--- src/hdl/apsp_pkg.sv ---
// apsp_pkg: shared types and constants for the all-pairs shortest path block
// no dependencies; imported by every module in hdl/
package apsp_pkg;

   localparam int DIST_W = 10;
   localparam int FIELD_W = 4;
   localparam int KIND_W = 2;
   localparam int CSR_W = 5;

   localparam logic [DIST_W-1:0] NO_EDGE = 10'd1000;
   localparam logic [CSR_W-1:0] NODE_COUNT_RESET = 5'd16;

   // item kinds
   localparam logic [KIND_W-1:0] KIND_LOAD = 2'd0;
   localparam logic [KIND_W-1:0] KIND_RUN = 2'd1;
   localparam logic [KIND_W-1:0] KIND_READ = 2'd2;

   typedef struct packed {
      logic [KIND_W-1:0] kind;
      logic [FIELD_W-1:0] row;
      logic [FIELD_W-1:0] col;
      logic [DIST_W-1:0] weight;
   } req_type;

   typedef struct packed {
      logic [DIST_W-1:0] distance;
      logic unreachable;
   } rsp_type;

   // controller to datapath
   typedef struct packed {
      logic fetch;    // read dist(s,i) for the coming row sweep
      logic relax;    // read dist(i,d) and dist(s,d), relax in the cycle after
      logic finish;   // run done, post its word
   } ctl_cmd_type;

   // controller to top
   typedef struct packed {
      logic idle;
   } ctl_status_type;

endpackage

--- src/hdl/apsp_ctl.sv ---
// apsp_ctl: run sequencer, walks intermediate i, source s, destination d
// depends on apsp_pkg
module apsp_ctl
   import apsp_pkg::*;
#(
   parameter int MAX_NODES = 16,
   parameter int NODE_W = 4
) (
   input  logic clock,
   input  logic reset,
   input  logic start,
   input  logic [CSR_W-1:0] node_count,
   output ctl_cmd_type cmd,
   output ctl_status_type status,
   output logic [NODE_W-1:0] idx_i,
   output logic [NODE_W-1:0] idx_s,
   output logic [NODE_W-1:0] idx_d
);

   typedef enum logic [3:0] {
      ST_IDLE  = 4'b0001,
      ST_FETCH = 4'b0010,
      ST_SWEEP = 4'b0100,
      ST_DRAIN = 4'b1000
   } state_type;

   state_type state_ff, state_in;
   logic [NODE_W-1:0] i_ff, i_in, s_ff, s_in, d_ff, d_in, last_ff, last_in;
   logic [NODE_W-1:0] n_last;

   // clamp node count into 1..MAX_NODES
   always_comb begin
      if (node_count == '0) begin
         n_last = '0;
      end else if (int'(node_count) > MAX_NODES) begin
         n_last = NODE_W'(MAX_NODES - 1);
      end else begin
         n_last = NODE_W'(node_count - 5'd1);
      end
   end

   always_comb begin
      state_in = state_ff;
      i_in = i_ff;
      s_in = s_ff;
      d_in = d_ff;
      last_in = last_ff;
      cmd = '0;
      case (state_ff)
         ST_IDLE: begin
            if (start) begin
               i_in = '0;
               s_in = '0;
               d_in = '0;
               last_in = n_last;
               state_in = ST_FETCH;
            end
         end
         ST_FETCH: begin
            cmd.fetch = 1'b1;
            d_in = '0;
            state_in = ST_SWEEP;
         end
         ST_SWEEP: begin
            cmd.relax = 1'b1;
            if (d_ff == last_ff) begin
               d_in = '0;
               if (s_ff == last_ff) begin
                  s_in = '0;
                  if (i_ff == last_ff) begin
                     state_in = ST_DRAIN;
                  end else begin
                     i_in = i_ff + NODE_W'(1);
                     state_in = ST_FETCH;
                  end
               end else begin
                  s_in = s_ff + NODE_W'(1);
                  state_in = ST_FETCH;
               end
            end else begin
               d_in = d_ff + NODE_W'(1);
            end
         end
         ST_DRAIN: begin
            cmd.finish = 1'b1;
            state_in = ST_IDLE;
         end
         default: begin
            state_in = ST_IDLE;
         end
      endcase
   end

   always_ff @(posedge clock) begin
      if (reset) begin
         state_ff <= ST_IDLE;
      end else begin
         state_ff <= state_in;
      end
   end

   always_ff @(posedge clock) begin
      i_ff <= i_in;
      s_ff <= s_in;
      d_ff <= d_in;
      last_ff <= last_in;
   end

   assign status.idle = (state_ff == ST_IDLE);
   assign idx_i = i_ff;
   assign idx_s = s_ff;
   assign idx_d = d_ff;

endmodule

--- config.mk ---
export PLATFORM = sky130hd
export DESIGN_NAME = apsp_ctl
export DESIGN_NICKNAME = d
export VERILOG_FILES = /design/src/hdl/apsp_pkg.sv /design/src/hdl/apsp_ctl.sv
export SDC_FILE = /design/constraint.sdc
export NUM_CORES = 1
export LEC_CHECK = 0
export ABC_AREA = 1
export BUFFER_PORTS_ARGS = -buffer_cell sky130_fd_sc_hd__buf_2
export CAP_MARGIN = 20
export CORE_MARGIN = 1
export CORE_UTILIZATION = 54
export DETAILED_ROUTE_END_ITERATION = 8
export PLACE_DENSITY = 0.77
export SLEW_MARGIN = 20
export SYNTH_ARGS = -nofsm -noshare
export SYNTH_HDL_FRONTEND = slang
export SYNTH_SLANG_ARGS = --single-unit
--- constraint.sdc ---
create_clock -name clock -period 2 [get_ports clock]
set_clock_uncertainty 0.1 [all_clocks]
set_input_delay 0.2 -clock clock [delete_from_list [all_inputs] [get_ports clock]]
set_output_delay 0.2 -clock clock [all_outputs]
set_load 0.005 [all_outputs]
# Word-level counts from Yosys, hierarchy flattened
# Cells that the tools add are included.
totals:
  reg_bits: 20
  latchBits: 0
  ram_bits: 0
  rom_bits: 0
  output_inout_bits: 16
  wordCells: 48
  n_memories: 0
op_classes:
  addsub: 4
  multipliers: 0
  div_mod_pow: 0
  n_lt_le_gt_ge: 1
  n_eq_ne: 11
  shifts: 0
  mux: 19
  bitwise_logic: 0
  reduce_logical: 8
op_table:
  columns: ["operator", "n"]
  rows:
  - ["$mux W4", 12]
  - ["$pmux W4 S3", 2]
  - ["$pmux W4 S2", 2]
  - ["$add A4 B1 Y4 const B", 3]
  - ["$eq A4 B4 Y1", 3]
  - ["$ne A2 B2 Y1 const B", 4]
  - ["$reduce_and A2 Y1", 3]
  - ["$gt A5 B5 Y1 const B", 1]
  - ["$logic_not A5 Y1", 1]
  - ["$reduce_and A5 Y1", 1]
  - ["$eq A4 B1 Y1 const B", 1]
  - ["$eq A4 B2 Y1 const B", 1]
  - ["$eq A4 B3 Y1 const B", 1]
  - ["$eq A4 B4 Y1 const B", 1]
  - ["$sub A4 B1 Y4 const B", 1]
  - ["$mux W1", 3]
  - ["$reduce_and A3 Y1", 1]
  - ["$reduce_bool A3 Y1", 1]
  - ["$reduce_bool A2 Y1", 1]

# Depth between registers and ports, before layout
# Gate-level depths: netlist (run 1).
depth:
  depth_word: 5
  depth_mapped: 9
  ltp_nobuf: 9

# Least setup slack after synthesis (run 1)
# OpenSTA, ideal clock, no wires.
synth_timing:
  path_type: "register -> register"
  from: "register last_ff[3]"
  to: "register i_ff[0], in the netlist idx_i[0] (enable)"
  arrival_ns: 1.187
  required_ns: 1.571
  path_slack_ns: 0.384
  path_stages_with_launch: 7
  n_path_buf: 0
  cell_sequence: "edfxtp_1 xor2_1 nor2_1 nand2_1 nand2_1 o21ai_1 nor2_1"
synth_via:
  elab_chain_cells: 3
synth_lines:
  columns: ["item", "line", "source"]
  rows:
  - ["start, declared", "apsp_ctl.sv:28", "logic [NODE_W-1:0] i_ff, i_in, s_ff, s_in, d_ff, d_in, last_ff, last_in;"]
  - ["start signal, assigned", "apsp_ctl.sv:106", "last_ff <= last_in;"]
  - ["$eq A4 B4 Y1, on equally long branches", "apsp_ctl.sv:70, apsp_ctl.sv:66, apsp_ctl.sv:68", null]
  - ["$ne A2 B2 Y1 (no line)", null, null]
  - ["$reduce_and A5 Y1 (no line) (*)", null, null]
  - ["end signal, assigned", "apsp_ctl.sv:103", "i_ff <= i_in;"]
  - ["end, declared", "apsp_ctl.sv:28", null]
# Mark *: on every way between the ends. The rest lies on a longest branch, timed or not.
# A chain may end at the register's enable or synchronous reset.

# Worst setup path after layout (run 1)
layout_timing:
  from: "register s_ff[2], in the netlist idx_s[2]"
  to: "register i_ff[1], in the netlist idx_i[1] (enable)"
layout_via:
  elab_chain_cells: 3
layout_lines:
  columns: ["item", "line", "source"]
  rows:
  - ["start, declared", "apsp_ctl.sv:28", null]
  - ["start signal, assigned", "apsp_ctl.sv:104", "s_ff <= s_in;"]
  - ["$eq A4 B4 Y1", "apsp_ctl.sv:68", "if (s_ff == last_ff) begin"]
  - ["$ne A2 B2 Y1 (no line)", null, null]
  - ["$reduce_and A5 Y1 (no line)", null, null]
# No other way between the ends.

==> impl_metrics.ini, run 1 <==
[outcome]
status = complete, no violations

[power_and_ir_drop]
p_leak_uw = 0.000752
p_int_uw = 992
ir_worst_vdd_uv = 685
seq_power_share = 0.457
clock_power_share = 0.213
p_switching_uw = 553
power_density_nw_per_um2 = 1050
combPwrFrac = 0.330
sw_frac_of_total = 0.358

[cts]
clock_sinks = 20
cts_root_buf = clkbuf_4
h-tree-depth = 1
cts_tree = yes
clockBufferDepth = 2
clk_pin_slew_ns = 0.12
postCtsSetupBuffers = 0
insertion_delay_ns = 0.30
numCtsBuffers = 3

[final_layout]
fillers = 183
final_common_cell = nand2_1
n_antenna_cell = 0
area_growth_syn_to_layout_pct = 17.8
final_layout_size_suffix_gt1_frac = 0.205
layout_common_cells = nand2_1 (47), inv_1 (30), nor2_1 (25), buf_2 (23), edfxtp_1 (16)
nNetsFinal = 208

[timing]
finalSetupViolCount = 0
hold_viol_final = 0
min_period_over_period = 0.880
period_needed_ns = 1.76
setup_tns_ns = 0
max_freq_ghz = 0.568
rsz0062_at_grt = false
setup_ws_ns = 0.241
drv_slew = 0
tightest_slew_ns = 0.332
relSlewSlack = 0.778

[worst_setup_path]
critPathRequiredTime_ns = 1.90
slowest_stage = edfxtp_1
critPathKind = register to register
cp.arrival_ns = 1.66
crit_buf_inv = 0
slowest_delay_ns = 0.51
crit_path_frequent_cell = nand2_1
cp_top_family = simple AND/OR/NAND/NOR gates
crit_cells = 7
cp-end-kind = register
cp_cell_sequence = nand2_1, nand2_1, nor2_1, nand2_1, nand2_1, o21ai_1, nor2_2
reg2reg_depth = 7
cp_max_fo = 5
startpoint_type = register

[yosys]
synth_fa_ha_area_frac = 0.0401
syn_area_per_cell_sq_um = 7.52
synthSimpleGateAreaFrac = 0.310
synthMuxAreaShare = 0
synth_xor_area_frac = 0.0491
synth-compound-area-share = 0.0431
yosysWarnings = 0
synth.distinct_cells = 25
syn-cell-area_sq_um = 1250
ys_seq_area_frac = 0.449
synthCells = 166
synth_top_family_by_area = simple AND/OR/NAND/NOR gates
synth_seq_cells = 20
synth_nets = 178

[floorplan]
die_h_microns = 50.1
dieArea_sq_um = 2510
die_w_microns = 50.1
core_area_sq_um = 2190
num_rows = 17
start_util = 0.570
ios = 24

[worst_hold_path]
hold_path.class = input port to register
hold-path-cell-count = 3

[placement]
post-place-ws_ns = 0.201
gp_congestion = 0.907
port-buffer-count = 23
dpl.hpwl_microns = 2010

[global_route]
grt_antenna_before_repair = 0
grt_start_max_net_pins = 13
grt_util_all_layers = 0.233
grt_pass1_vias = 993
grt_pass1_wl_microns = 4310
grt-ovfl-total = 0

[route]
drtPass1Iterations = 4
num_vias = 1093
drc = 0
drt_iter0_markers = 36
drt-total-wl_microns = 2500
drtAntennaViolNets = 0
wl_per_cell_microns = 11.2
vias_per_cell = 4.90

[flow_run]
max_cap_viol_count = 0
-- sequential cells by signal, indices dropped and copies added (netlist names) --
register and cells:
state_ff 4, last_ff 4, idx_d 4, idx_s 4, idx_i 4
-- what timing repair did --
item | in CTS | in global routing
resized for setup | 0 | 1
endpoints found under the setup margin | 0 | 4
endpoints found under the hold margin | 2 | 0
hold buffers | 1 | 0
-- cells in the mapped netlist, drive strengths merged --
cell type	count	area, sq um
or2	1	6.26
ha	4	50.1
xor2	3	26.3
a21oi	2	10.0
nor4	1	6.26
nor3	4	36.3
nor2	28	110
o21ai	6	30.0
inv	34	128
dfxtp	4	80.1
nand4	1	6.26
clkinv	1	8.76
o31ai	1	7.51
edfxtp	16	480
nand3	5	25.0
nand2	49	189
nand3b	1	7.51
a31oi	1	6.26
xnor2	4	35.0
-- cell type report --
cell class / count / area [sq um] / area share
tap: 28 / 35.0 / 0.0238
sequential: 20 / 561 / 0.381
timing repair buffer: 25 / 133 / 0.0901
clock buffer: 3 / 22.5 / 0.0153
inverter: 35 / 136 / 0.0927
clock inverter: 1 / 30.0 / 0.0204
multi-input combinational: 111 / 554 / 0.377
-- power by group through the flow --
stage               logic, uW  registers [uW]  clock network [uW]
detailed placement        505             715                   0
global placement          490             706                   0
CTS                       511             704                 335
finish                    509             707                 329
global route              590             722                 354
floorplan                 339             690                   0
-- stage by stage --
step           power, uW  utilization  instances  hold WS, ns  area, sq um
5_1_grt             1670        0.672        223        0.116         1470
3_3_place_gp        1200        0.642        218        0.324         1410
3_5_place_dp        1220        0.642        218        0.302         1410
6_report            1540        0.672        223        0.105         1470
2_1_floorplan       1030            -        166        0.169         1250
4_1_cts             1550        0.670        223        0.101         1470
-- kinds of logic (layout without fill, tap and decap cells) --
family,Yosys count,count (layout)
adders and majority gates,4,4
buffers and inverters,35,64
AOI/OAI and AO/OA,10,10
and+or+nand+nor,90,90
xor gates and xnor gates,7,7
DFF,20,20
-- worst reg2reg max path: cells and delay by family (launching register included) --
| family | cells | cell delay [ns] |
|---|---|---|
| compound gates | 1 | 0.11 |
| flops | 1 | 0.51 |
| simple gates | 6 | 0.74 |
-- path summary, 6_finish.rpt --
check                        endpoint                startpoint  slack (ns)
min          last_ff[2]$_SDFFCE_PN0P_             node_count[4]        0.10
max reg2reg    idx_i[1]$_SDFFCE_PN0P_    idx_s[2]$_SDFFCE_PP0P_        0.24
min reg2reg  state_ff[2]$_SDFFE_PP0P_  state_ff[1]$_SDFFE_PP0P_        0.52
max            idx_i[1]$_SDFFCE_PN0P_    idx_s[2]$_SDFFCE_PP0P_        0.24
-- per-layer routing --
layer | GRT usage | vias up | wire [microns]
met5 | 0 | - | 0
met4 | 0.100 | 0 | 28
met1 | 0.294 | 487 | 1110
met2 | 0.396 | 33 | 1250
met3 | 0.0278 | 2 | 112
li1 | - | 571 | -
Power figures use the tool's default switching activity.
==> run 2, diff against run 1 <==
--- a/config.mk
+++ b/config.mk
@@ -12,6 +12,8 @@
 export CORE_UTILIZATION = 54
 export DETAILED_ROUTE_END_ITERATION = 8
 export PLACE_DENSITY = 0.77
+export RECOVER_POWER = 50
+export SKIP_LAST_GASP = 1
 export SLEW_MARGIN = 20
 export SYNTH_ARGS = -nofsm -noshare
 export SYNTH_HDL_FRONTEND = slang
==> run 2 against run 1 <==
Compared with the run above:
- non-clock buffer count is the same
- critical endpoint unchanged
- core utilization shrank 0.69 points
- first-iteration DRC count decreased by 14%
==> impl_metrics.ini, run 2 (synthesis results as in run 1) <==
[final_layout]
n_antenna_cell = 0
final_layout_size_suffix_gt1_frac = 0.159
layout_common_cells = nand2_1 (48), inv_1 (30), nor2_1 (26), buf_2 (18), edfxtp_1 (16)
area_growth_syn_to_layout_pct = 16.6
nNetsFinal = 208
fillers = 190
final_common_cell = nand2_1

[flow_run]
max_cap_viol_count = 0

[power_and_ir_drop]
p_leak_uw = 0.000725
power_density_nw_per_um2 = 1050
ir_worst_vdd_uv = 670

[global_route]
grt_pass1_wl_microns = 4310
grt_util_all_layers = 0.233
grt_start_max_net_pins = 13
grt_antenna_before_repair = 0
grt-ovfl-total = 0
grt_pass1_vias = 993

[worst_setup_path]
cp-end-kind = register
regToRegStartpoint = state_ff[3]$_SDFFE_PP0P_
critPathRequiredTime_ns = 1.90
cp_max_fo = 4
startpoint_type = register
cp-startpoint = state_ff[3]$_SDFFE_PP0P_
critPathKind = register to register
cp.arrival_ns = 1.67

[worst_hold_path]
hold_path.class = input port to register
min-delay-start = node_count[4]

[outcome]
status = complete, no violations

[floorplan]
die_h_microns = 50.1
die_w_microns = 50.1
dieArea_sq_um = 2510
start_util = 0.570
ios = 24
core_area_sq_um = 2190
num_rows = 17

[route]
drtPass1Iterations = 4
drt-total-wl_microns = 2490
drtAntennaViolNets = 0
wl_per_cell_microns = 11.2
drc = 0
num_vias = 1086
vias_per_cell = 4.87
drt_iter0_markers = 31

[cts]
clock_sinks = 20
clockBufferDepth = 2
cts_tree = yes
clk_pin_slew_ns = 0.12
numCtsBuffers = 3
cts_root_buf = clkbuf_4
insertion_delay_ns = 0.30
h-tree-depth = 1

[timing]
relSlewSlack = 0.774
finalSetupViolCount = 0
min_period_over_period = 0.886
period_needed_ns = 1.77
setup_tns_ns = 0
tightest_slew_ns = 0.337
drv_slew = 0
setup_ws_ns = 0.228
max_freq_ghz = 0.564
rsz0062_at_grt = false
hold_viol_final = 0

[placement]
dpl.hpwl_microns = 2010
gp_congestion = 0.907
post-place-ws_ns = 0.201
port-buffer-count = 23
==> run 2: cell count changes in the layout (fill, tap and decap cells not counted), sizes merged <==
cell	delta
inv	-1
clkbuf	+6
clkinv	+1
buf	-6
==> run 2: worst paths after layout <==
path / slack [ns] / cells after the start / to
max: 0.23 / 6 / idx_i[1]$_SDFFCE_PN0P_
max reg2reg: 0.23 / 6 / idx_i[1]$_SDFFCE_PN0P_
min: 0.11 / 3 / last_ff[2]$_SDFFCE_PN0P_
min reg2reg: 0.52 / 2 / state_ff[2]$_SDFFE_PP0P_
==> run 2: timing repair <==
action | in CTS | in global routing
resized for setup | 0 | 1
endpoints found under the hold margin | 2 | 0
hold buffers | 1 | 0
setup endpoints to repair | 0 | 4
buffers inserted | 0 | 0
==> run 2: power breakdown <==
| group | switching (uW) | internal, uW | total, uW |
|---|---|---|---|
| logic | 293 | 205 | 498 |
| clock network | 127 | 202 | 329 |
| registers | 131 | 575 | 706 |
| total | 551 | 983 | 1530 |
==> run 2: final cells by class <==
type,instances,area (sq um),area share
Inverter,35,136,0.0936
Sequential cell,20,561,0.385
Clock buffer,3,22.5,0.0155
Clock inverter,1,30.0,0.0206
Multi-Input combinational cell,111,549,0.377
Timing Repair Buffer,25,123,0.0842
Tap cell,28,35.0,0.0241
==> run 2: metrics by stage <==
step	power, uW	instance area (sq um)	std cells	hold WS (ns)	utilization
final	1530	1460	223	0.105	0.665
after global routing	1650	1460	223	0.116	0.665
after CTS	1550	1470	223	0.101	0.670
after detailed placement	1220	1410	218	0.302	0.642
after global placement	1200	1410	218	0.324	0.642
after floorplan	1030	1250	166	0.169	-
==> run 2: worst max-delay path, cell delays in order, from the launching register on <==
cell and delay (ns):
dfxtp_1 0.37, nor2_1 0.15, clkinv_1 0.11, nor3_2 0.26, nor2_2 0.08, nand3b_1 0.21, nor2_2 0.21
==> run 2: metal layers <==
metal	up-vias	part of all wire	GRT usage
met5	-	0	0
met4	0	0.011	0.100
met3	2	0.048	0.0278
met2	36	0.50	0.396
met1	478	0.44	0.294
li1	570	-	-
