<file path="src/hdl/apsp_pkg.sv">
// apsp_pkg: shared types and constants for the all-pairs shortest path block
// no dependencies; imported by every module in hdl/
package apsp_pkg;

   localparam int DIST_W = 10;
   localparam int FIELD_W = 4;
   localparam int KIND_W = 2;
   localparam int CSR_W = 5;

   localparam logic [DIST_W-1:0] NO_EDGE = 10'd1000;
   localparam logic [CSR_W-1:0] NODE_COUNT_RESET = 5'd16;

   // item kinds
   localparam logic [KIND_W-1:0] KIND_LOAD = 2'd0;
   localparam logic [KIND_W-1:0] KIND_RUN = 2'd1;
   localparam logic [KIND_W-1:0] KIND_READ = 2'd2;

   typedef struct packed {
      logic [KIND_W-1:0] kind;
      logic [FIELD_W-1:0] row;
      logic [FIELD_W-1:0] col;
      logic [DIST_W-1:0] weight;
   } req_type;

   typedef struct packed {
      logic [DIST_W-1:0] distance;
      logic unreachable;
   } rsp_type;

   // controller to datapath
   typedef struct packed {
      logic fetch;    // read dist(s,i) for the coming row sweep
      logic relax;    // read dist(i,d) and dist(s,d), relax in the cycle after
      logic finish;   // run done, post its word
   } ctl_cmd_type;

   // controller to top
   typedef struct packed {
      logic idle;
   } ctl_status_type;

endpackage

</file>
<file path="src/hdl/apsp_out_queue.sv">
// apsp_out_queue: two-word result queue in front of the rsp channel
// depends on apsp_pkg
module apsp_out_queue
   import apsp_pkg::*;
(
   input  logic clock,
   input  logic reset,
   input  logic push,
   input  rsp_type push_data,
   output logic [1:0] count,
   output logic rsp_valid,
   input  logic rsp_ready,
   output rsp_type rsp_data
);

   logic [1:0] count_ff, count_in, count_mid;
   rsp_type slot0_ff, slot0_in, slot1_ff, slot1_in;
   logic pop;

   always_comb begin
      pop = (count_ff != 2'd0) && rsp_ready;
      count_mid = count_ff - 2'(pop);
      slot0_in = pop ? slot1_ff : slot0_ff;
      slot1_in = slot1_ff;
      if (push) begin
         if (count_mid == 2'd0) begin
            slot0_in = push_data;
         end else begin
            slot1_in = push_data;
         end
      end
      count_in = count_mid + 2'(push);
   end

   always_ff @(posedge clock) begin
      if (reset) begin
         count_ff <= 2'd0;
      end else begin
         count_ff <= count_in;
      end
   end

   always_ff @(posedge clock) begin
      slot0_ff <= slot0_in;
      slot1_ff <= slot1_in;
   end

   assign count = count_ff;
   assign rsp_valid = (count_ff != 2'd0);
   assign rsp_data = slot0_ff;

endmodule

</file>
<file path="config.mk">
export PLATFORM = sky130hd
export DESIGN_NAME = apsp_out_queue
export DESIGN_NICKNAME = d
export VERILOG_FILES = /design/src/hdl/apsp_pkg.sv /design/src/hdl/apsp_out_queue.sv
export SDC_FILE = /design/constraint.sdc
export NUM_CORES = 1
export LEC_CHECK = 0
export ABC_AREA = 1
export ABC_CLOCK_PERIOD_IN_PS = 1650
export BUFFER_PORTS_ARGS = -buffer_cell sky130_fd_sc_hd__buf_4
export CORE_UTILIZATION = 40
export CTS_BUF_LIST = sky130_fd_sc_hd__clkbuf_4 sky130_fd_sc_hd__clkbuf_8
export DETAILED_ROUTE_END_ITERATION = 6
export PLACE_DENSITY = 0.69
export SLEW_MARGIN = 20
export SYNTH_ARGS = -nofsm -noshare
export SYNTH_HDL_FRONTEND = slang
export SYNTH_SLANG_ARGS = --single-unit
export TNS_END_PERCENT = 1
</file>
<file path="constraint.sdc">
create_clock -name clock -period 1.65 [get_ports clock]
set_input_delay 0.0825 -clock clock [delete_from_list [all_inputs] [get_ports clock]]
set_output_delay 0.0825 -clock clock [all_outputs]
set_load 0.005 [all_outputs]
</file>
# After elaboration in Yosys (flattened, before gate mapping)
# Index checks and enable logic that the tools add are counted.
[word_totals]
register_bits = 24
input_bits = 15
elab_cells = 15
out_inout_bits = 14
[classes]
n_addsub = 2
n_reduce_logical = 4
n_bitwise = 1
mux = 3
[ops]
columns = ["op", "n"]
rows = [
  ["11-bit 2-to-1 mux", 3],
  ["2-bit by 1-bit adder with 2-bit output", 1],
  ["2-bit zero test", 1],
  ["2-bit AND reduction", 1],
  ["2-bit nonzero test", 1],
  ["2-bit by 1-bit subtractor with 2-bit output", 1],
  ["1-bit logical AND", 1],
  ["1-bit inverter", 1],
]

# Longest topological paths before layout
# Gate-level depths: netlist of run 1.
[logic_depth]
depth_word = 6
ltp_mapped = 7

# Worst setup path after synthesis of run 1
# OpenSTA, ideal clock, no wires.
[synth_timing]
path_type = "register to register"
from = "register count_ff[0] (netlist: count[0])"
to = "register slot1_ff[0] in the netlist's numbering (enable)"
slack_ns = -0.083
path_stages_with_launch = 3
t_arrival_ns = 1.337
synth_period_minus_slack_ns = 1.733
required_ns = 1.254
setup_time_ns = 0.396
cell_sequence = "dfxtp_1 > nand2_2 > a21boi_0"
[synth_via]
elab_chain_len = 6
[synth_lines]
columns = ["item", "line_no", "source"]
rows = [
  ["from (decl)", "apsp_out_queue.sv:16", "logic [1:0] count_ff, count_in, count_mid;"],
  ["from (signal assigned)", "apsp_out_queue.sv:39", "count_ff <= count_in;"],
  ["2-bit nonzero test", "apsp_out_queue.sv:21", "pop = (count_ff != 2'd0) && rsp_ready;"],
  ["1-bit logical AND", "apsp_out_queue.sv:21", ""],
  ["2-bit by 1-bit subtractor with 2-bit output *", "apsp_out_queue.sv:22", "count_mid = count_ff - 2'(pop);"],
  ["2-bit zero test *", "apsp_out_queue.sv:26", "if (count_mid == 2'd0) begin"],
  ["1-bit inverter (no source line) *", "--", ""],
  ["2-bit AND reduction (no source line) *", "--", ""],
  ["to (signal assigned)", "apsp_out_queue.sv:45", "slot1_ff <= slot1_in;"],
  ["to (decl)", "apsp_out_queue.sv:17", "rsp_type slot0_ff, slot0_in, slot1_ff, slot1_in;"],
]
# Every way passes the cells marked *; elsewhere a longest branch is shown, timed or not.
# A chain may end at the register's enable or synchronous reset.

# Final worst setup path of run 1
[layout_timing]
from = "register count_ff[1] (netlist: count[1])"
to = "output rsp_valid"
[layout_via]
elab_chain_len = 1
[layout_lines]
columns = ["item", "line_no", "source"]
rows = [
  ["2-bit nonzero test", "apsp_out_queue.sv:49", "assign rsp_valid = (count_ff != 2'd0);"],
  ["to (decl)", "apsp_out_queue.sv:11", "output logic rsp_valid,"],
]
# No other way between the ends.

==> metrics.cfg, run 1 <==
[global_route]
grt_pass1_vias = 789
grt_max_degree = 16
grt_overflow = 0
grt_pass1_wl_microns = 3320
grt_use_total_pct = 16.5
antenna_found_initial = 0

[setup_path]
cpMaxStageDelayCell = dfxtp_1
critical_path_arrival_ns = 1.31
cp_data_required_time_ns = 1.57
slowest_delay_ns = 0.41
cp-endpoint = rsp_valid
crit_type = reg2out
r2r.worst_path.cells = 5
r2r-end = rsp_data[5]
crit_start = count[1]
start_kind = register
r2r_start = count[1]
end_kind = output port
worstPathMaxFanout = 12
path_cells = inv_2, nand2_1, buf_4
ff2ff_setup_slack_ns = 0.43

[sta]
slew_headroom_pct = 71.4
period_share_pct = 84.6
finalSetupTns_ns = 0
worst_pin_slew_ns = 0.428
hold_violations = 0
slew_violations = 0
period_needed_ns = 1.40
fmax_mhz = 716
setup_violations = 0
fin_skew_ns = 0.00755
rsz0062_at_grt = false

[synthesis]
ys_seq_elements = 24
syn_area_sq_um = 1050
synth.avg_cell_area_sq_um = 8.31
synth_cell_types = 16
synth-seq-area-share_pct = 56.4
yosys_warnings = 0
synthesis.nets = 142
synthCells = 126

[final_layout]
drive_above_1_share_pct = 24.4
layout_commonest_cell = nand2_1
fillCellCount = 226
num-nets-final = 185
area_delta_synth_final_pct = 36.9
n_antenna_cell = 0
layout_common_cells = nand2_1, buf_4, inv_1, nand3_1, dfxtp_1
finalNonFillerCells = 198
post-route-cell-area_sq_um = 1430

[pwr]
p_leak_nw = 0.753
finalPower_mw = 1.32
power_density_nw_per_um2 = 919
ir_drop_uv = 495

[routing]
drt_iter0_drc = 9
via_per_inst = 4.57
dr.pass1.iters = 4
routedWlPerCell_microns = 10.9
drt_wl_total_microns = 2160
via_count = 904
remaining_drc_errors = 0
drtAntennaViolNets = 0

[clocking]
cts-htree-levels = 1
cts_setup_buffers = 0
clk_latency_ns = 0.31
cts.sinks = 24
cts_buffers = 3
cts.repair.resized = 0
cts_buffer_depth = 2
path_clk_slew_ns = 0.12
cts_tree = built
cts-root-buf = clkbuf_4
postCtsHoldBufs = 12

[placement]
dpl.cell_count = 182
dpl_cell_area_sq_um = 1280
place_congestion = 0.740
io_buffers = 28
place_hpwl_microns = 1500

[die]
rows = 18
start_util_pct = 42.3
core_sq_um = 2480
dieArea_sq_um = 2830
die_x_microns = 53.2
die_h_microns = 53.2
pin_count = 29

[flow_run]
drv_cap = 0

[outcome]
status = finished clean

[hold_path]
hp-class = in2reg

per-stage QoR:
step	worst slack, ns	util (%)	hold slack (ns)
5_1_grt	0.173	57.9	0.144
2_1_floorplan	0.222	-	0.154
6_report	0.254	57.9	0.132
4_1_cts	0.251	57.9	0.132
3_5_place_dp	0.457	51.6	0.256
3_3_place_gp	0.480	51.6	0.249
sequential cells by signal, summed over array words and instances, names as in the netlist:
register / flops
rsp_data: 11
slot1_ff: 11
count: 2
cell usage after synthesis, drive strengths merged:
cell | n | area, sq um
edfxtp | 11 | 330
o21ai | 1 | 5.00
a21oi | 1 | 5.00
buf | 5 | 40.0
a21boi | 1 | 7.51
inv | 28 | 105
nand2 | 38 | 145
nor2 | 3 | 11.3
dfxtp | 13 | 260
ha | 1 | 12.5
nand3 | 24 | 125
worst min path at each step:
| stage | depth (start not counted) | from | to | slack, ns |
|---|---|---|---|---|
| final | 4 | push | count[0] | 0.13 |
| after global routing | 4 | push | count[0] | 0.14 |
| after CTS | 4 | push | count[0] | 0.13 |
| after detailed placement | 2 | reset | count[0] | 0.26 |
| after global placement | 2 | reset | count[0] | 0.25 |
| after floorplan | 1 | reset | count[0] | 0.15 |
routing by layer:
layer  routed length (microns)  vias up  track usage, %
li1                          -      468               -
met1                      1040      403            21.3
met2                       997       29            27.4
met3                       100        4            2.59
met4                        25        0            6.58
met5                         0        -               0
cell type report:
type,count,area (sq um),area share [%]
Tap cell,30,37.5,2.62
Sequential cell,24,591,41.2
Inverter,28,105,7.33
Timing Repair Buffer,43,353,24.6
Clock buffer,4,36.3,2.53
Multi-Input combinational cell,69,312,21.7
cells by family after synthesis:
family	count (synthesis)	share of synthesized area, %
compound gates	3	1.67
fa+ha+maj	1	1.19
buf+inv	33	13.9
flops	24	56.4
simple gates	65	26.9
worst max-delay path, delay by kind of cell (launching register included):
kind / cells / cell delay (ns)
flops: 1 / 0.41
buf+inv: 2 / 0.27
simple gates: 1 / 0.34
where the power goes:
part	internal [mW]	switching, mW
Clock	0.135	0.166
Combinational	0.158	0.144
Sequential	0.685	0.0304
Total	0.978	0.341
No activity file was read; power rests on OpenSTA's default activity.
==> run 2, diff against run 1 <==
--- a/config.mk
+++ b/config.mk
@@ -6,12 +6,12 @@
 export NUM_CORES = 1
 export LEC_CHECK = 0
 export ABC_AREA = 1
-export ABC_CLOCK_PERIOD_IN_PS = 1650
+export ABC_CLOCK_PERIOD_IN_PS = 1450
 export BUFFER_PORTS_ARGS = -buffer_cell sky130_fd_sc_hd__buf_4
 export CORE_UTILIZATION = 40
 export CTS_BUF_LIST = sky130_fd_sc_hd__clkbuf_4 sky130_fd_sc_hd__clkbuf_8
 export DETAILED_ROUTE_END_ITERATION = 6
-export PLACE_DENSITY = 0.69
+export PLACE_DENSITY = 0.67
 export SLEW_MARGIN = 20
 export SYNTH_ARGS = -nofsm -noshare
 export SYNTH_HDL_FRONTEND = slang
==> constraint.sdc (replaced) <==
create_clock -name clock -period 1.45 [get_ports clock]
set_input_delay 0.0725 -clock clock [delete_from_list [all_inputs] [get_ports clock]]
set_output_delay 0.0725 -clock clock [all_outputs]
set_load 0.005 [all_outputs]
==> run 2 against run 1 <==
Against the previous run:
- register-to-register slack worse by 0.16 ns
- sequential power up 14%
- cell count is the same
- non-clock buffer count unchanged
- die area is the same
- global-route usage rose by 1.3 points
- combinational power rose by 14%
- sequential share of layout area decreased by 0.53 points
- clock skew down 0.0049 ns
- first-iteration DRC count increased by 11%
==> metrics.cfg, run 2 (synthesis gave the netlist of run 1 again) <==
[outcome]
status = finished clean

[hold_path]
hp-class = in2reg
min_path_cells = 4  ; unchanged
hold_end = count[0]
worstHoldStart = push

[setup_path]
ff2ff_setup_slack_ns = 0.27  ; -0.16 ns
start_kind = register
r2r-end = slot1_ff[1]
cp_data_required_time_ns = 1.38  ; -0.19 ns
end_kind = output port
r2r.worst_path.cells = 3  ; -2
r2r_start = count[1]
worstPathMaxFanout = 12  ; unchanged
critical_path_arrival_ns = 1.19  ; -0.12 ns
crit_type = reg2out

[die]
core_sq_um = 2480  ; unchanged
die_x_microns = 53.2  ; unchanged
rows = 18  ; unchanged
pin_count = 29  ; unchanged
die_h_microns = 53.2  ; unchanged
dieArea_sq_um = 2830  ; unchanged
start_util_pct = 42.3  ; unchanged

[final_layout]
num-nets-final = 185  ; unchanged
area_delta_synth_final_pct = 38.7
fillCellCount = 224  ; -0.88%
layout_commonest_cell = nand2_1
layout_common_cells = nand2_1, buf_4, inv_1, nand3_1, dfxtp_1
n_antenna_cell = 0  ; unchanged
finalNonFillerCells = 198  ; unchanged
drive_above_1_share_pct = 25.0  ; +0.60 points

[pwr]
finalPower_mw = 1.64  ; +24%
ir_drop_uv = 752  ; +52%
power_density_nw_per_um2 = 1130  ; +23%
p_leak_nw = 0.760  ; +0.89%

[flow_run]
drv_cap = 0  ; unchanged

[sta]
hold_violations = 0  ; unchanged
setup_violations = 0  ; unchanged
period_needed_ns = 1.26
finalSetupTns_ns = 0  ; unchanged
slew_violations = 0  ; unchanged
fin_skew_ns = 0.00262  ; -0.00493 ns
fmax_mhz = 794
period_share_pct = 86.9
rsz0062_at_grt = false
slew_headroom_pct = 81.6  ; +10 points
setup_slack_ns = 0.190  ; -0.0642 ns
worst_pin_slew_ns = 0.276  ; -0.152 ns

[global_route]
antenna_found_initial = 0  ; unchanged
grt_use_total_pct = 17.8  ; +1.3 points
grt_max_degree = 16  ; unchanged
grt_pass1_wl_microns = 3540  ; +6.7%
grt_pass1_vias = 874  ; +11%
grt_overflow = 0  ; unchanged

[clocking]
cts.sinks = 24  ; unchanged
cts_setup_buffers = 0  ; unchanged
cts_buffers = 3  ; unchanged
cts_buffer_depth = 2  ; unchanged
cts-htree-levels = 1  ; unchanged
path_clk_slew_ns = 0.13  ; about the same
cts-root-buf = clkbuf_4
cts_tree = built
clk_latency_ns = 0.31  ; about the same

[routing]
via_count = 907  ; +0.33%
routedWlPerCell_microns = 10.9  ; -0.28%
drtAntennaViolNets = 0  ; unchanged
drt_wl_total_microns = 2150  ; -0.28%
via_per_inst = 4.58  ; +0.33%
remaining_drc_errors = 0  ; unchanged
dr.pass1.iters = 4  ; unchanged
drt_iter0_drc = 10  ; +1

[placement]
io_buffers = 28  ; unchanged
dpl.cell_count = 182  ; unchanged
place_congestion = 0.735  ; -0.70%
place_hpwl_microns = 1500  ; unchanged
preCtsSetupSlack_ns = 0.227  ; -0.230 ns

==> run 2: cell types whose count changed in the layout (fill, tap and decap cells not counted) <==
cell	delta
clkbuf_8	-1
bufinv_16	+1
nand2_1	-1
nand2_2	+1
==> run 2: where the power goes <==
part,switching (mW),internal (mW)
registers,0.0362,0.780
clock network,0.199,0.279
logic,0.162,0.180
total,0.397,1.24
==> run 2: area by class of cell <==
type                       count  area, sq um  share of cell area (%)
sequential                    24          591                    40.7
timing repair buffer          43          353                    24.3
multi-input combinational     69          314                    21.6
inverter                      28          105                    7.24
tap                           30         37.5                    2.58
clock inverter                 1         30.0                    2.07
clock buffer                   3         22.5                    1.55
==> run 2: worst max-delay path: stages (launching register included) <==
cell and delay [ns]:
dfxtp_1 0.42, inv_2 0.08, nand2_2 0.22, buf_4 0.16
==> run 2: timing repair <==
action	4_1_cts	5_1_grt
endpoints found under the hold margin	24	0
hold buffers	12	0
gates resized for setup	0	1
endpoints found under the setup margin	0	1
==> run 2: how the worst max path moves through the flow <==
stage / from / end / slack [ns] / cells past startpoint
after detailed placement: count[1] / rsp_data[5] / 0.23 / 5
after floorplan: count[0] / slot1_ff[0] / 0.02 / 2
after global routing: count[1] / rsp_valid / 0.11 / 3
final: count[1] / rsp_valid / 0.19 / 3
after CTS: count[1] / rsp_valid / 0.02 / 3
after global placement: count[1] / slot1_ff[7] / 0.29 / 3
==> run 2: layer usage <==
metal | vias up | routed length, microns | global-route usage (%)
met5 | - | 0 | 0
met4 | 0 | 10 | 7.46
met3 | 2 | 110 | 4.02
met2 | 27 | 1080 | 33.5
met1 | 407 | 949 | 18.7
li1 | 471 | - | -
==> run 2: through the flow <==
step,instance area (sq um),util (%),hold WS [ns]
after global routing,1450,58.6,0.128
after floorplan,1050,-,0.144
final,1450,58.6,0.0966
after global placement,1280,51.6,0.240
after detailed placement,1280,51.6,0.240
after CTS,1450,58.5,0.0835
==> run 3, diff against run 2 <==
--- a/config.mk
+++ b/config.mk
@@ -5,7 +5,7 @@
 export SDC_FILE = /design/constraint.sdc
 export NUM_CORES = 1
 export LEC_CHECK = 0
-export ABC_AREA = 1
+export ABC_AREA = 0
 export ABC_CLOCK_PERIOD_IN_PS = 1450
 export BUFFER_PORTS_ARGS = -buffer_cell sky130_fd_sc_hd__buf_4
 export CORE_UTILIZATION = 40
==> run 3 against run 2 <==
Against the previous run:
- synthesized cell count is 52% lower
- critical path depth is 2 higher
- die area is 5.3% lower
- power is 6.1% lower
- cell area is 0.34% lower
- via count is 28% lower
- combinational power is 13% higher
- critical path type is now reg2reg
- largest power group unchanged
==> metrics.cfg, run 3 <==
[outcome]
status = finished clean

[final_layout]
layout_common_cells = buf_4, mux2_2, dfxtp_1, dlygate4sd3_1, edfxtp_1
n_antenna_cell = 0  ; unchanged
post-route-cell-area_sq_um = 1450  ; -0.34%
num-nets-final = 129  ; -30%
layout_commonest_cell = buf_4
area_delta_synth_final_pct = 46.3
drive_above_1_share_pct = 61.6  ; +37 points

[global_route]
grt_use_total_pct = 14.7  ; -3.1 points
antenna_found_initial = 0  ; unchanged
grt_max_degree = 14  ; -2
grt_overflow = 0  ; unchanged
grt_pass1_vias = 647  ; -26%
grt_pass1_wl_microns = 2820  ; -20%

[clocking]
cts_buffers = 3  ; unchanged
cts.sinks = 24  ; unchanged
cts-root-buf = clkbuf_4
cts_tree = built
path_clk_slew_ns = 0.12  ; about the same
cts_buffer_depth = 2  ; unchanged
clk_latency_ns = 0.30  ; about the same
cts-htree-levels = 1  ; unchanged

[placement]
dpl_cell_area_sq_um = 1270  ; -0.69%
place_hpwl_microns = 1230  ; -18%
io_buffers = 28  ; unchanged
place_congestion = 0.610  ; -17%

[routing]
remaining_drc_errors = 0  ; unchanged
via_per_inst = 4.66  ; +1.7%
drt_iter0_drc = 4  ; -6
via_count = 652  ; -28%
routedWlPerCell_microns = 12.6  ; +16%
drtAntennaViolNets = 0  ; unchanged
dr.pass1.iters = 4  ; unchanged
drt_wl_total_microns = 1760  ; -18%

[sta]
fmax_mhz = 694  ; -13%
period_needed_ns = 1.44  ; +0.181 ns
rsz0062_at_grt = true
worst_pin_slew_ns = 0.175  ; -0.101 ns
slew_headroom_pct = 88.3  ; +6.7 points
hold_violations = 0  ; unchanged
period_share_pct = 99.4  ; +13 points
slew_violations = 0  ; unchanged
fin_skew_ns = 0.00504  ; +0.00242 ns
setup_violations = 0  ; unchanged

[synthesis]
synth.most_common_cell = dfxtp_1
synthCells = 61  ; -52%
ys_seq_elements = 24  ; unchanged
synth_cell_types = 18  ; +2
async_flop_share_pct = 0  ; unchanged
synth-edff-count = 11  ; unchanged
yosys_warnings = 0  ; unchanged
synth_top_cells_by_count = dfxtp_1, mux2_2, edfxtp_1, mux2_4, nor2b_1
yosysTopAreaCellShare_pct = 33.4  ; +1.8 points
synth_top_area_cell = edfxtp_1
synth-main-ff-cell = dfxtp_1
synth.avg_cell_area_sq_um = 16.2  ; +95%
ys_top_cells_by_area = edfxtp_1, dfxtp_1, mux2_4, mux2_2, ha_1
synthesis.nets = 77  ; -46%
synth-seq-area-share_pct = 59.7  ; +3.3 points
syn_area_sq_um = 990  ; -5.5%

[setup_path]
start_kind = register
worstPathMaxFanout = 4  ; -8
r2r_start = count[0]
end_kind = register
cp_data_required_time_ns = 1.70  ; +0.32 ns
crit_start = count[0]
critical_path_arrival_ns = 1.69  ; +0.50 ns
slowest_delay_ns = 0.37  ; -0.05 ns
ff2ff_setup_slack_ns = 0.009  ; -0.26 ns
cpMaxStageDelayCell = dfxtp_4
crit_type = reg2reg
path_cells = and2b_2, a21o_1, ha_2, or3_1, a21oi_1

[die]
die_x_microns = 51.7  ; -2.7%
die_h_microns = 51.7  ; -2.7%
pin_count = 29  ; unchanged
rows = 17  ; -1
dieArea_sq_um = 2680  ; -5.3%
core_sq_um = 2280  ; -8.1%
start_util_pct = 43.5  ; +1.2 points

[pwr]
ir_drop_uv = 679  ; -9.6%
p_leak_nw = 0.645  ; -15%
finalPower_mw = 1.54  ; -6.1%
power_density_nw_per_um2 = 1060  ; -5.8%

[hold_path]
hp-class = in2reg
worstHoldStart = push

[flow_run]
drv_cap = 0  ; unchanged

[run 3: cell types whose count changed after synthesis, moves of 2 or more]
cell     delta
nand2_1    -37
inv_1      -23
nand3_1    -23
mux2_2     +12
mux2_4     +10
inv_2       -4
nor2_1      -3
buf_2       -2
nor2b_1     +2
[run 3: cell families (layout without fill, tap and decap cells)]
logic type	after synthesis	in the layout	synth area share (%)
AOI/OAI and AO/OA	5	5	3.41
and+or+nand+nor	6	6	4.55
buffers and inverters	3	54	2.28
adders and majority gates	1	1	1.26
muxes	22	22	28.8
DFF	24	24	59.7
[run 3: final cells by class]
| type | instances | area (sq um) |
|---|---|---|
| inverter | 1 | 3.75 |
| timing repair buffer | 49 | 398 |
| sequential | 24 | 594 |
| fill | 193 | 828 |
| clock buffer | 4 | 36.3 |
| multi-input combinational | 34 | 380 |
| tap | 28 | 35.0 |
[run 3: per-layer routing]
metal	up-vias	global-route usage [%]	share of wire, %
li1	325	-	-
met1	307	19.6	49
met2	18	22.3	46
met3	2	3.80	4.4
met4	0	6.76	0.80
met5	-	0	0
[run 3: power by group]
group,switching [mW],internal [mW],leakage [nW]
clock network,0.179,0.153,0.0210
logic,0.112,0.276,0.414
registers,0.0362,0.781,0.210
total,0.326,1.21,0.645
[run 3: stage by stage]
step	std cells	setup WS [ns]	TNS [ns]	hold slack (ns)	util (%)
final	140	0.00859	0	0.164	63.6
after global routing	140	-0.0326	-0.0856	0.189	63.6
after CTS	138	0.0156	0	0.134	62.7
after detailed placement	122	0.0105	0	0.251	55.7
after global placement	122	0.0732	0	0.242	55.7
after floorplan	61	0.0853	0	0.142	-
[run 3: final timing paths]
check | cells after the start | to
setup / recovery | 5 | count[1]
hold / removal | 3 | count[0]
setup reg to reg | 5 | count[1]
hold reg to reg | 2 | rsp_data[0]
[run 3: repair_timing]
| action | 4_1_cts | 5_1_grt |
|---|---|---|
| hold buffers | 12 | 0 |
| setup endpoints to repair | 1 | 1 |
| setup buffers | 0 | 2 |
| resized for setup | 1 | 3 |
| hold endpoints to repair | 23 | 0 |
| pin swaps | 0 | 1 |
[run 3: critical path, delay by kind of cell, from the launching register on]
family,cells,cell delay (ns)
AOI/OAI and AO/OA,2,0.29
DFF,1,0.37
adders and majority gates,1,0.17
and+or+nand+nor,2,0.56
